**config.mk**
```make
export PLATFORM = sky130hd
export DESIGN_NAME = ttli_div
export DESIGN_NICKNAME = d
export VERILOG_FILES = /design/src/hw/rtl/tide_table_linear_interp_unit_assert.svh /design/src/hw/rtl/ttli_pkg.sv /design/src/hw/rtl/ttli_div.sv
export SDC_FILE = /design/constraint.sdc
export NUM_CORES = 1
export LEC_CHECK = 0
export BUFFER_PORTS_ARGS = -buffer_cell sky130_fd_sc_hd__buf_4
export CELL_PAD_IN_SITES_DETAIL_PLACEMENT = 1
export CELL_PAD_IN_SITES_GLOBAL_PLACEMENT = 2
export CORE_MARGIN = 2
export CORE_UTILIZATION = 39
export CTS_CLUSTER_DIAMETER = 150
export DETAILED_ROUTE_END_ITERATION = 10
export PLACE_DENSITY = 0.95
export SYNTH_ARGS = -nofsm -noshare
export SYNTH_HDL_FRONTEND = slang
export SYNTH_SLANG_ARGS = --single-unit
export TNS_END_PERCENT = 5
```
**constraint.sdc**
```tcl
create_clock -name clk -period 6.5 [get_ports clk]
set_input_delay 0.975 -clock clk [delete_from_list [all_inputs] [get_ports clk]]
set_output_delay 0.975 -clock clk [all_outputs]
set_load 0.02 [all_outputs]
```
**src/hw/rtl/tide_table_linear_interp_unit_assert.svh**
```systemverilog
// assertion macros for the tide table interpolation unit
`ifndef TIDE_TABLE_LINEAR_INTERP_UNIT_ASSERT_SVH
`define TIDE_TABLE_LINEAR_INTERP_UNIT_ASSERT_SVH

// same-cycle implication, sampled on clk, off while rst_n is low
`define TTLI_ASSERT_IMP(lbl, ante, cons) \
  lbl: assert property (@(posedge clk) disable iff (!rst_n) (ante) |-> (cons)) \
    else $error("ttli same-cycle check failed");

// next-cycle implication
`define TTLI_ASSERT_NXT(lbl, ante, cons) \
  lbl: assert property (@(posedge clk) disable iff (!rst_n) (ante) |=> (cons)) \
    else $error("ttli next-cycle check failed");

`endif

```
**src/hw/rtl/ttli_pkg.sv**
```systemverilog
// shared types and constants of the tide table interpolation unit
package ttli_pkg;

  localparam int TIME_W     = 44;
  localparam int LEVEL_W    = 16;
  localparam int IDX_W      = 10;
  localparam int DELTA_W    = 32;
  localparam int SCALE_W    = 16;
  localparam int COUNT_W    = 11;
  localparam int CFG_IDX_W  = 8;
  localparam int CFG_DATA_W = 32;

  // blend datapath: accumulator, divider dividend and divisor
  localparam int ACC_W = 62;
  localparam int DVD_W = 61;
  localparam int DVS_W = 45;

  localparam logic [CFG_IDX_W-1:0] REG_TIME_SHIFT  = 8'd0;
  localparam logic [CFG_IDX_W-1:0] REG_LEVEL_SCALE = 8'd1;

  localparam logic [SCALE_W-1:0] Q15_ONE = 16'd32768;

  typedef enum logic [1:0] {
    CMD_INSERT = 2'd0,
    CMD_INTERP = 2'd1,
    CMD_READ   = 2'd2,
    CMD_OFFSET = 2'd3
  } cmd_t;

  typedef enum logic [2:0] {
    STS_OK        = 3'd0,
    STS_FULL      = 3'd1,
    STS_FEW       = 3'd2,
    STS_RANGE     = 3'd3,
    STS_BAD_INDEX = 3'd4
  } status_t;

  typedef enum logic [4:0] {
    S_IDLE, S_INS_MUL, S_INS_WR, S_INT_CHK0, S_INT_CHK1, S_SRCH, S_SRCH_CMP,
    S_PAIR_R, S_PAIR_C, S_MUL_LD, S_MUL, S_DIV_PREP, S_DIV_START, S_DIV_WAIT,
    S_RP_CAP, S_OFS_CHK, S_OFS_MUL, S_OFS_WR, S_DONE
  } fsm_t;

  typedef struct packed {
    cmd_t                       cmd;
    logic [TIME_W-1:0]          time_ms;
    logic signed [LEVEL_W-1:0]  level_mm;
    logic [IDX_W-1:0]           point_index;
    logic signed [DELTA_W-1:0]  delta_ms;
    logic [SCALE_W-1:0]         bulk_scale_q15;
  } in_data_t;

  typedef struct packed {
    status_t                    status;
    logic [TIME_W-1:0]          time_out_ms;
    logic signed [LEVEL_W-1:0]  level_out_mm;
    logic [COUNT_W-1:0]         point_count;
  } out_data_t;

endpackage

```
**src/hw/rtl/ttli_div.sv**
```systemverilog
// restoring divider, one quotient bit per cycle
module ttli_div (
  input  logic                       clk,
  input  logic                       rst_n,
  input  logic                       start,
  input  logic [ttli_pkg::DVD_W-1:0] dividend,
  input  logic [ttli_pkg::DVS_W-1:0] divisor,
  output logic                       done,
  output logic [ttli_pkg::DVD_W-1:0] quotient
);
  import ttli_pkg::*;

  localparam int CNT_W = $clog2(DVD_W + 1);

  logic [DVS_W-1:0] rem_r, rem_nxt;
  logic [DVD_W-1:0] quo_r, quo_nxt;
  logic [DVS_W-1:0] dvs_r;
  logic [CNT_W-1:0] cnt_r;
  logic             run_r, done_r;
  logic [DVS_W:0]   trial;
  logic [DVS_W+1:0] diff;

  always_comb begin
    trial = {rem_r, quo_r[DVD_W-1]};
    diff  = {1'b0, trial} - {2'b00, dvs_r};
    if (!diff[DVS_W+1]) begin
      rem_nxt = diff[DVS_W-1:0];
    end else begin
      rem_nxt = trial[DVS_W-1:0];
    end
    quo_nxt = {quo_r[DVD_W-2:0], ~diff[DVS_W+1]};
  end

  always_ff @(posedge clk) begin
    if (!rst_n) begin
      run_r  <= 1'b0;
      done_r <= 1'b0;
      cnt_r  <= '0;
    end else begin
      done_r <= 1'b0;
      if (start) begin
        run_r <= 1'b1;
        cnt_r <= CNT_W'(DVD_W);
      end else if (run_r) begin
        cnt_r <= cnt_r - 1'b1;
        if (cnt_r == CNT_W'(1)) begin
          run_r  <= 1'b0;
          done_r <= 1'b1;
        end
      end
    end
  end

  always_ff @(posedge clk) begin
    if (start) begin
      rem_r <= '0;
      quo_r <= dividend;
      dvs_r <= divisor;
    end else if (run_r) begin
      rem_r <= rem_nxt;
      quo_r <= quo_nxt;
    end
  end

  assign done     = done_r;
  assign quotient = quo_r;

endmodule

```
==> impl_metrics.csv, run 1 <==
group,metric,value,unit
run_status,status,"completed",
timing,max_slew_margin,35.3,%
floorplanning,die_x,158,um
synthesis,synth_area_per_cell,10.4,um^2
pwr,power_density,268,mW/mm^2
clocking,htree_num_levels,4,
clocking,post_cts_buffers,0,
worst_setup_path,cp.required,6.79,ns
worst_setup_path,r2r_slack,2.29,ns
routing,drt-total-wl,25300,um
timing,worst_pin_slew,0.970,ns
synthesis,synth_edf_count,106,
timing,finClkSkew,0.0218,ns
worst_setup_path,path_max_fanout,40,
routing,first_pass_iters,5,
routing,drc,0,
hold_path,holdPathStages,2,
synthesis,synthMuxAreaShare,9.87,%
timing,min_period,4.21,ns
pwr,vdd_drop_max,0.000148,V
placement,hpwlAfterDp,18000,um
worst_setup_path,r2r_cells,14,
global_route,grt_pass1_wl,40700,um
floorplanning,io_pins,171,
routing,vias,7226,
routing,drtIter0Drc,276,
floorplanning,dieArea,0.0250,mm^2
final_layout,syn_to_final_growth,22.9,%
routing,vias_per_cell,5.29,
worst_setup_path,cp-start-kind,"flip-flop",
synthesis,syn-instance-count,889,
worst_setup_path,crit_type,"reg2reg",
timing,tns,0,ns
timing,slew_violations,0,
synthesis,synth.distinct_cells,68,
timing,finalCritPeriodShare,64.7,%
floorplanning,die_height,158,um
worst_setup_path,critical_path.endpoint_type,"flip-flop",
worst_setup_path,timing.rr.end,"rem_r[25]$_SDFFE_PP0P_",
pwr,finalPower,3040,uW
placement,place_congestion,0.847,
synthesis,ys.flop_type,"edfxtp_1",
placement,io_buffer_count,170,
synthesis,ys_ff_latch,159,
timing,setup_viol,0,
clocking,cts_tree,"done",
timing,rsz0062_at_grt,"no",
synthesis,synth_simple_gate_area_share,11.2,%
final_layout,drive_gt1_share,29.1,%
global_route,gr-total-overflow,0,
clocking,clockBufferDepth,2,
synthesis,yosysSeqAreaShare,45.9,%
floorplanning,core,0.0234,mm^2
floorplanning,start_util,39.5,%
routing,routedWlPerCell,18.5,um
final_layout,nets,1191,
global_route,grt_antenna_before_repair,0,
clocking,cts_sinks,159,
synthesis,synth_top_family_by_area,"compound AO/OA/AOI/OAI gates",
global_route,track_usage,20.7,%
routing,ant_nets,0,
worst_setup_path,critical_path_arrival,4.50,ns
hold_path,whs_endpoint,"rem_r[44]$_SDFFE_PP0P_",
synthesis,netlist_area,0.00925,mm^2
clocking,post_cts_resized,0,
clocking,clk_latency,0.44,ns
final_layout,n_antenna_cell,0,
global_route,grt_pass1_vias,7701,
synthesis,synth-xor-area-share,3.79,%
synthesis,synthArstFlopShare,0,%
clocking,cts_buffers,17,
clocking,cts_root_buf,"clkbuf_16",
hold_path,hold_path_startpoint,"rem_r[44]$_SDFFE_PP0P_",
worst_setup_path,r2r_start,"quotient[60]$_DFFE_PP_",
synthesis,synth_fa_ha_area_share,6.58,%
synthesis,ys_warn_count,0,
pwr,leakage,0.00485,uW
floorplanning,rows,56,
clocking,postCtsHoldBufs,0,
synthesis,synth_nets,1046,
flow_run,drv_cap,0,
timing,max_freq,0.238,GHz
clocking,path_clk_slew,0.07,ns
timing,hold_viol,0,
hold_path,hp-class,"reg2reg",
global_route,grt_max_degree,84,
synthesis,synth_compound_area_share,17.6,%
-- placed cells by master (no fill, tap or decap), types with 19 or more instances in the layout --
| master | n |
|---|---|
| ha_1 | 47 |
| a211oi_2 | 19 |
| a21o_1 | 25 |
| inv_1 | 60 |
| buf_4 | 174 |
| nand2_1 | 54 |
| xnor2_1 | 27 |
| edfxtp_1 | 106 |
| o21ai_0 | 26 |
| mux2_2 | 61 |
| dfxtp_1 | 52 |
| a21oi_1 | 64 |
| nor2_1 | 97 |
-- metal layers --
layer	part of all wire, %	vias up	global-route usage (%)
met3	5.4	27	5.67
li1	-	3545	-
met1	43	3496	24.7
met5	0	-	0
met2	50	158	36.5
met4	1.7	0	6.01
-- flip-flops by register name (all words and copies together) (netlist names) --
| signal | flops |
|---|---|
| cnt_r | 6 |
| rem_r | 45 |
| dvs_r | 45 |
| run_r | 1 |
| quotient | 61 |
| done | 1 |
-- worst max-delay path, cell delays in order, from the launching register on --
cell	delay, ns
edfxtp_1	0.43
inv_1	0.09
ha_1	0.17
inv_1	0.06
fa_1	0.44
a211oi_2	0.23
o21ai_2	0.13
o21a_2	0.24
o311ai_2	0.29
a31o_1	0.20
a41o_2	0.68
buf_4	0.53
mux2_1	0.37
mux2i_1	0.14
nor2_1	0.06
-- Yosys cell counts (3+ instances only) --
master / count / share of area [%]
nand4_1: 11 / 0.74
o21ai_0: 26 / 1.4
nand2_1: 54 / 2.2
o21bai_1: 6 / 0.49
nor2b_1: 3 / 0.20
edfxtp_1: 106 / 34
mux2i_1: 18 / 1.9
o31ai_1: 4 / 0.32
o211a_1: 4 / 0.43
xor2_1: 13 / 1.2
mux2_2: 61 / 7.4
o21a_1: 8 / 0.65
inv_1: 60 / 2.4
o311a_1: 5 / 0.54
a21boi_0: 3 / 0.24
a31oi_1: 11 / 0.74
a211oi_2: 19 / 2.6
nor3_1: 12 / 0.65
or3_1: 5 / 0.34
a21oi_1: 64 / 3.5
mux2_1: 4 / 0.49
dfxtp_1: 53 / 11
nor3_2: 6 / 0.65
and2_1: 5 / 0.34
nand2b_1: 8 / 0.54
and3_1: 3 / 0.20
nor3b_1: 4 / 0.32
nand3_1: 7 / 0.38
ha_1: 47 / 6.4
xnor2_1: 27 / 2.6
o21ai_1: 3 / 0.16
a211oi_1: 13 / 1.1
a21o_1: 25 / 2.0
buf_2: 9 / 0.49
buf_6: 5 / 0.61
nor2_1: 97 / 3.9
clkbuf_1: 30 / 1.2
o211ai_1: 6 / 0.49
o22ai_1: 4 / 0.27
-- cell families (layout without fill, tap and decap cells) --
kind of cell / Yosys count / after routing
simple gates: 223 / 223
mux: 83 / 83
flops: 159 / 159
compound gates: 227 / 227
fa+ha+maj: 48 / 48
xor+xnor: 40 / 40
buf+inv: 109 / 267
-- per-stage QoR --
step                      std cells  area, um^2  setup slack, ns  utilization (%)  hold slack (ns)
final                          1366       11400             2.29             48.5            0.478
after global routing           1366       11400             1.96             48.5            0.499
after CTS                      1366       11400             2.26             48.5            0.480
after detailed placement       1334       10700             2.33             45.8            0.469
after global placement         1334       10700             2.47             45.8            0.455
after floorplan                 889        9250             3.34                -            0.446
-- worst max-delay path by stage --
stage / from / to / cells past startpoint
floorplan: quotient[60]$_DFFE_PP_ / rem_r[40]$_SDFFE_PP0P_ / 13
global placement: quotient[60]$_DFFE_PP_ / rem_r[23]$_SDFFE_PP0P_ / 14
detailed placement: quotient[60]$_DFFE_PP_ / rem_r[23]$_SDFFE_PP0P_ / 14
CTS: quotient[60]$_DFFE_PP_ / rem_r[23]$_SDFFE_PP0P_ / 14
global route: quotient[60]$_DFFE_PP_ / rem_r[23]$_SDFFE_PP0P_ / 14
finish: quotient[60]$_DFFE_PP_ / rem_r[25]$_SDFFE_PP0P_ / 14
-- area by class of cell --
class,count,area (um^2)
Clock buffer,17,425
Clock inverter,15,210
Fill cell,2604,12000
Inverter,60,225
Multi-Input combinational cell,621,4530
Sequential cell,159,4250
Tap cell,319,399
Timing Repair Buffer,175,1320
-- power by group --
part	switching, uW	internal (uW)	total, uW	leakage, uW
Clock	521	530	1050	0.000300
Sequential	57.8	1180	1240	0.00149
Combinational	430	321	751	0.00306
Note: power is estimated with default switching activity, not from simulation.
==> inputs of run 2 (changes only) <==
--- a/config.mk
+++ b/config.mk
@@ -9,10 +9,10 @@
 export CELL_PAD_IN_SITES_DETAIL_PLACEMENT = 1
 export CELL_PAD_IN_SITES_GLOBAL_PLACEMENT = 2
 export CORE_MARGIN = 2
-export CORE_UTILIZATION = 39
+export CORE_UTILIZATION = 36
 export CTS_CLUSTER_DIAMETER = 150
 export DETAILED_ROUTE_END_ITERATION = 10
-export PLACE_DENSITY = 0.95
+export PLACE_DENSITY = 0.93
 export SYNTH_ARGS = -nofsm -noshare
 export SYNTH_HDL_FRONTEND = slang
 export SYNTH_SLANG_ARGS = --single-unit
==> constraint.sdc (replaced) <==
create_clock -name clk -period 3.9 [get_ports clk]
set_input_delay 0.585 -clock clk [delete_from_list [all_inputs] [get_ports clk]]
set_output_delay 0.585 -clock clk [all_outputs]
set_load 0.02 [all_outputs]
==> run 2 against run 1 <==
  * Combinational power up 66%
  * Hold slack got worse by 0.16 ns
  * Largest power group unchanged
  * Final area increased by 0.62%
==> impl_metrics.csv, run 2 (same netlist as run 1, synthesis figures left out) <==
group,metric,value,unit
run_status,status,"completed",
timing,setup_viol,0,
floorplanning,start_util,36.7,%
floorplanning,dieArea,0.0270,mm^2
worst_setup_path,slowest_delay,0.45,ns
global_route,grt_pass1_vias,7459,
timing,slew_violations,0,
pwr,p_int,3420,uW
worst_setup_path,critPathTopFamily,"compound AO/OA/AOI/OAI gates",
routing,vias_per_cell,5.25,
timing,finalCritPeriodShare,86.9,%
routing,routedWlPerCell,18.2,um
floorplanning,rows,58,
timing,finClkSkew,0.0176,ns
final_layout,drive_gt1_share,29.3,%
routing,first_pass_iters,5,
floorplanning,io_pins,171,
global_route,grt_pass1_wl,40200,um
final_layout,final_util,45.4,%
routing,drt-total-wl,25000,um
clocking,clk_latency,0.44,ns
placement,place_congestion,0.863,
floorplanning,die_height,164,um
worst_setup_path,critical_path_arrival,3.74,ns
routing,ant_nets,0,
clocking,cts_root_buf,"clkbuf_16",
timing,min_period,3.39,ns
pwr,vdd_drop_max,0.000286,V
pwr,power_density,449,mW/mm^2
global_route,grt_max_degree,120,
worst_setup_path,cp.required,4.25,ns
placement,hpwlAfterDp,18100,um
clocking,clockBufferDepth,2,
hold_path,hp-class,"in2reg",
global_route,track_usage,19.0,%
pwr,p_sw_share,33.4,%
pwr,power_frac_comb,24.3,%
floorplanning,die_x,164,um
clocking,cts_tree,"done",
timing,tns,0,ns
worst_setup_path,cp-start-kind,"flip-flop",
worst_setup_path,crit_type,"reg2reg",
final_layout,largest_register_ff_count,61,
final_layout,nets,1193,
timing,hold_viol,0,
clocking,htree_num_levels,4,
worst_setup_path,crit_path_frequent_cell,"inv_1",
pwr,power.switching,1720,uW
global_route,grt_antenna_before_repair,0,
worst_setup_path,critical_path.endpoint_type,"flip-flop",
worst_setup_path,path_max_fanout,37,
clocking,post_cts_resized,0,
final_layout,syn_to_final_growth,23.6,%
timing,worst_pin_slew,0.750,ns
global_route,gr-total-overflow,0,
pwr,leakage,0.00488,uW
pwr,pwr-share-seq,40.4,%
floorplanning,core,0.0252,mm^2
flow_run,drv_cap,0,
pwr,clkPwrFrac,35.3,%
final_layout,layout_common_cells,"buf_4 (174), edfxtp_1 (106), nor2_1 (97)",
worst_setup_path,cp_slowest_cell,"fa_1",
routing,vias,7241,
clocking,path_clk_slew,0.08,ns
clocking,cts_buffers,17,
routing,drc,0,
timing,max_freq,0.295,GHz
clocking,postCtsHoldBufs,0,
final_layout,n_antenna_cell,0,
timing,max_slew_margin,50.0,%
worst_setup_path,crit_path_cell_trace,"inv_1 > ha_1 > inv_1 > fa_1 > a211oi_2 > o21ai_2 > o21a_2 > o311ai_2 > a31o_1 > a41o_2 > buf_4 > nand2_1 > o211a_1 > nor3_2",
placement,io_buffer_count,170,
worst_setup_path,cp_num_buf_inv,3,
clocking,cts_sinks,159,
clocking,post_cts_buffers,0,
final_layout,final_common_cell,"buf_4",
timing,rsz0062_at_grt,"no",
routing,drtIter0Drc,313,
pwr,finalPower,5130,uW
run 2: cell count changes in the layout (fill, tap and decap cells not counted):
cell        previous run  this run
clkinvlp_4             1         0
clkinv_8               9         7
inv_6                  2         1
buf_12                 0         2
inv_12                 1         5
run 2: through the flow:
step / area [um^2] / hold slack, ns / setup WS, ns / instances
2_1_floorplan: 9250 / 0.446 / 0.741 / 889
3_3_place_gp: 10800 / 0.459 / 0.612 / 1347
3_5_place_dp: 10800 / 0.471 / 0.548 / 1347
4_1_cts: 11400 / 0.296 / 0.512 / 1379
5_1_grt: 11400 / 0.292 / 0.283 / 1379
6_report: 11400 / 0.314 / 0.512 / 1379
run 2: final cells by class:
| type | instances | area (um^2) |
|---|---|---|
| Fill cell | 2776 | 13800 |
| Timing Repair Buffer | 177 | 1360 |
| Tap cell | 330 | 413 |
| Inverter | 60 | 225 |
| Sequential cell | 159 | 4250 |
| Clock inverter | 15 | 226 |
| Multi-Input combinational cell | 621 | 4530 |
| Clock buffer | 17 | 425 |
run 2: layer usage:
metal	GRT usage (%)	part of all wire [%]	up-vias
li1	-	-	3536
met1	23.3	43	3532
met2	32.4	50	151
met4	5.70	1.4	0
met5	0	0	-
met3	5.23	5.5	22
run 2: worst reg2reg max path: stages (launching register included):
cell and delay (ns):
edfxtp_1 0.41, inv_1 0.08, ha_1 0.16, inv_1 0.06
fa_1 0.45, a211oi_2 0.24, o21ai_2 0.13, o21a_2 0.24
o311ai_2 0.29, a31o_1 0.22, a41o_2 0.26, buf_4 0.36
nand2_1 0.13, o211a_1 0.15, nor3_2 0.17
run 2: power by group through the flow:
| stage | sequential (uW) | combinational (uW) | clock (uW) |
|---|---|---|---|
| 2_1_floorplan | 2160 | 776 | 0 |
| 3_3_place_gp | 2110 | 1220 | 0 |
| 3_5_place_dp | 2110 | 1240 | 0 |
| 4_1_cts | 2080 | 1250 | 1850 |
| 5_1_grt | 2100 | 1370 | 1910 |
| 6_report | 2080 | 1250 | 1810 |
run 2: worst paths after layout:
| kind | end | start | cells after the start | slack, ns |
|---|---|---|---|---|
| setup reg to reg | rem_r[12]$_SDFFE_PP0P_ | quotient[60]$_DFFE_PP_ | 14 | 0.51 |
| setup / recovery | rem_r[12]$_SDFFE_PP0P_ | quotient[60]$_DFFE_PP_ | 14 | 0.51 |
| hold / removal | dvs_r[33]$_DFFE_PP_ | divisor[33] | 1 | 0.31 |
| hold reg to reg | rem_r[44]$_SDFFE_PP0P_ | rem_r[44]$_SDFFE_PP0P_ | 2 | 0.48 |
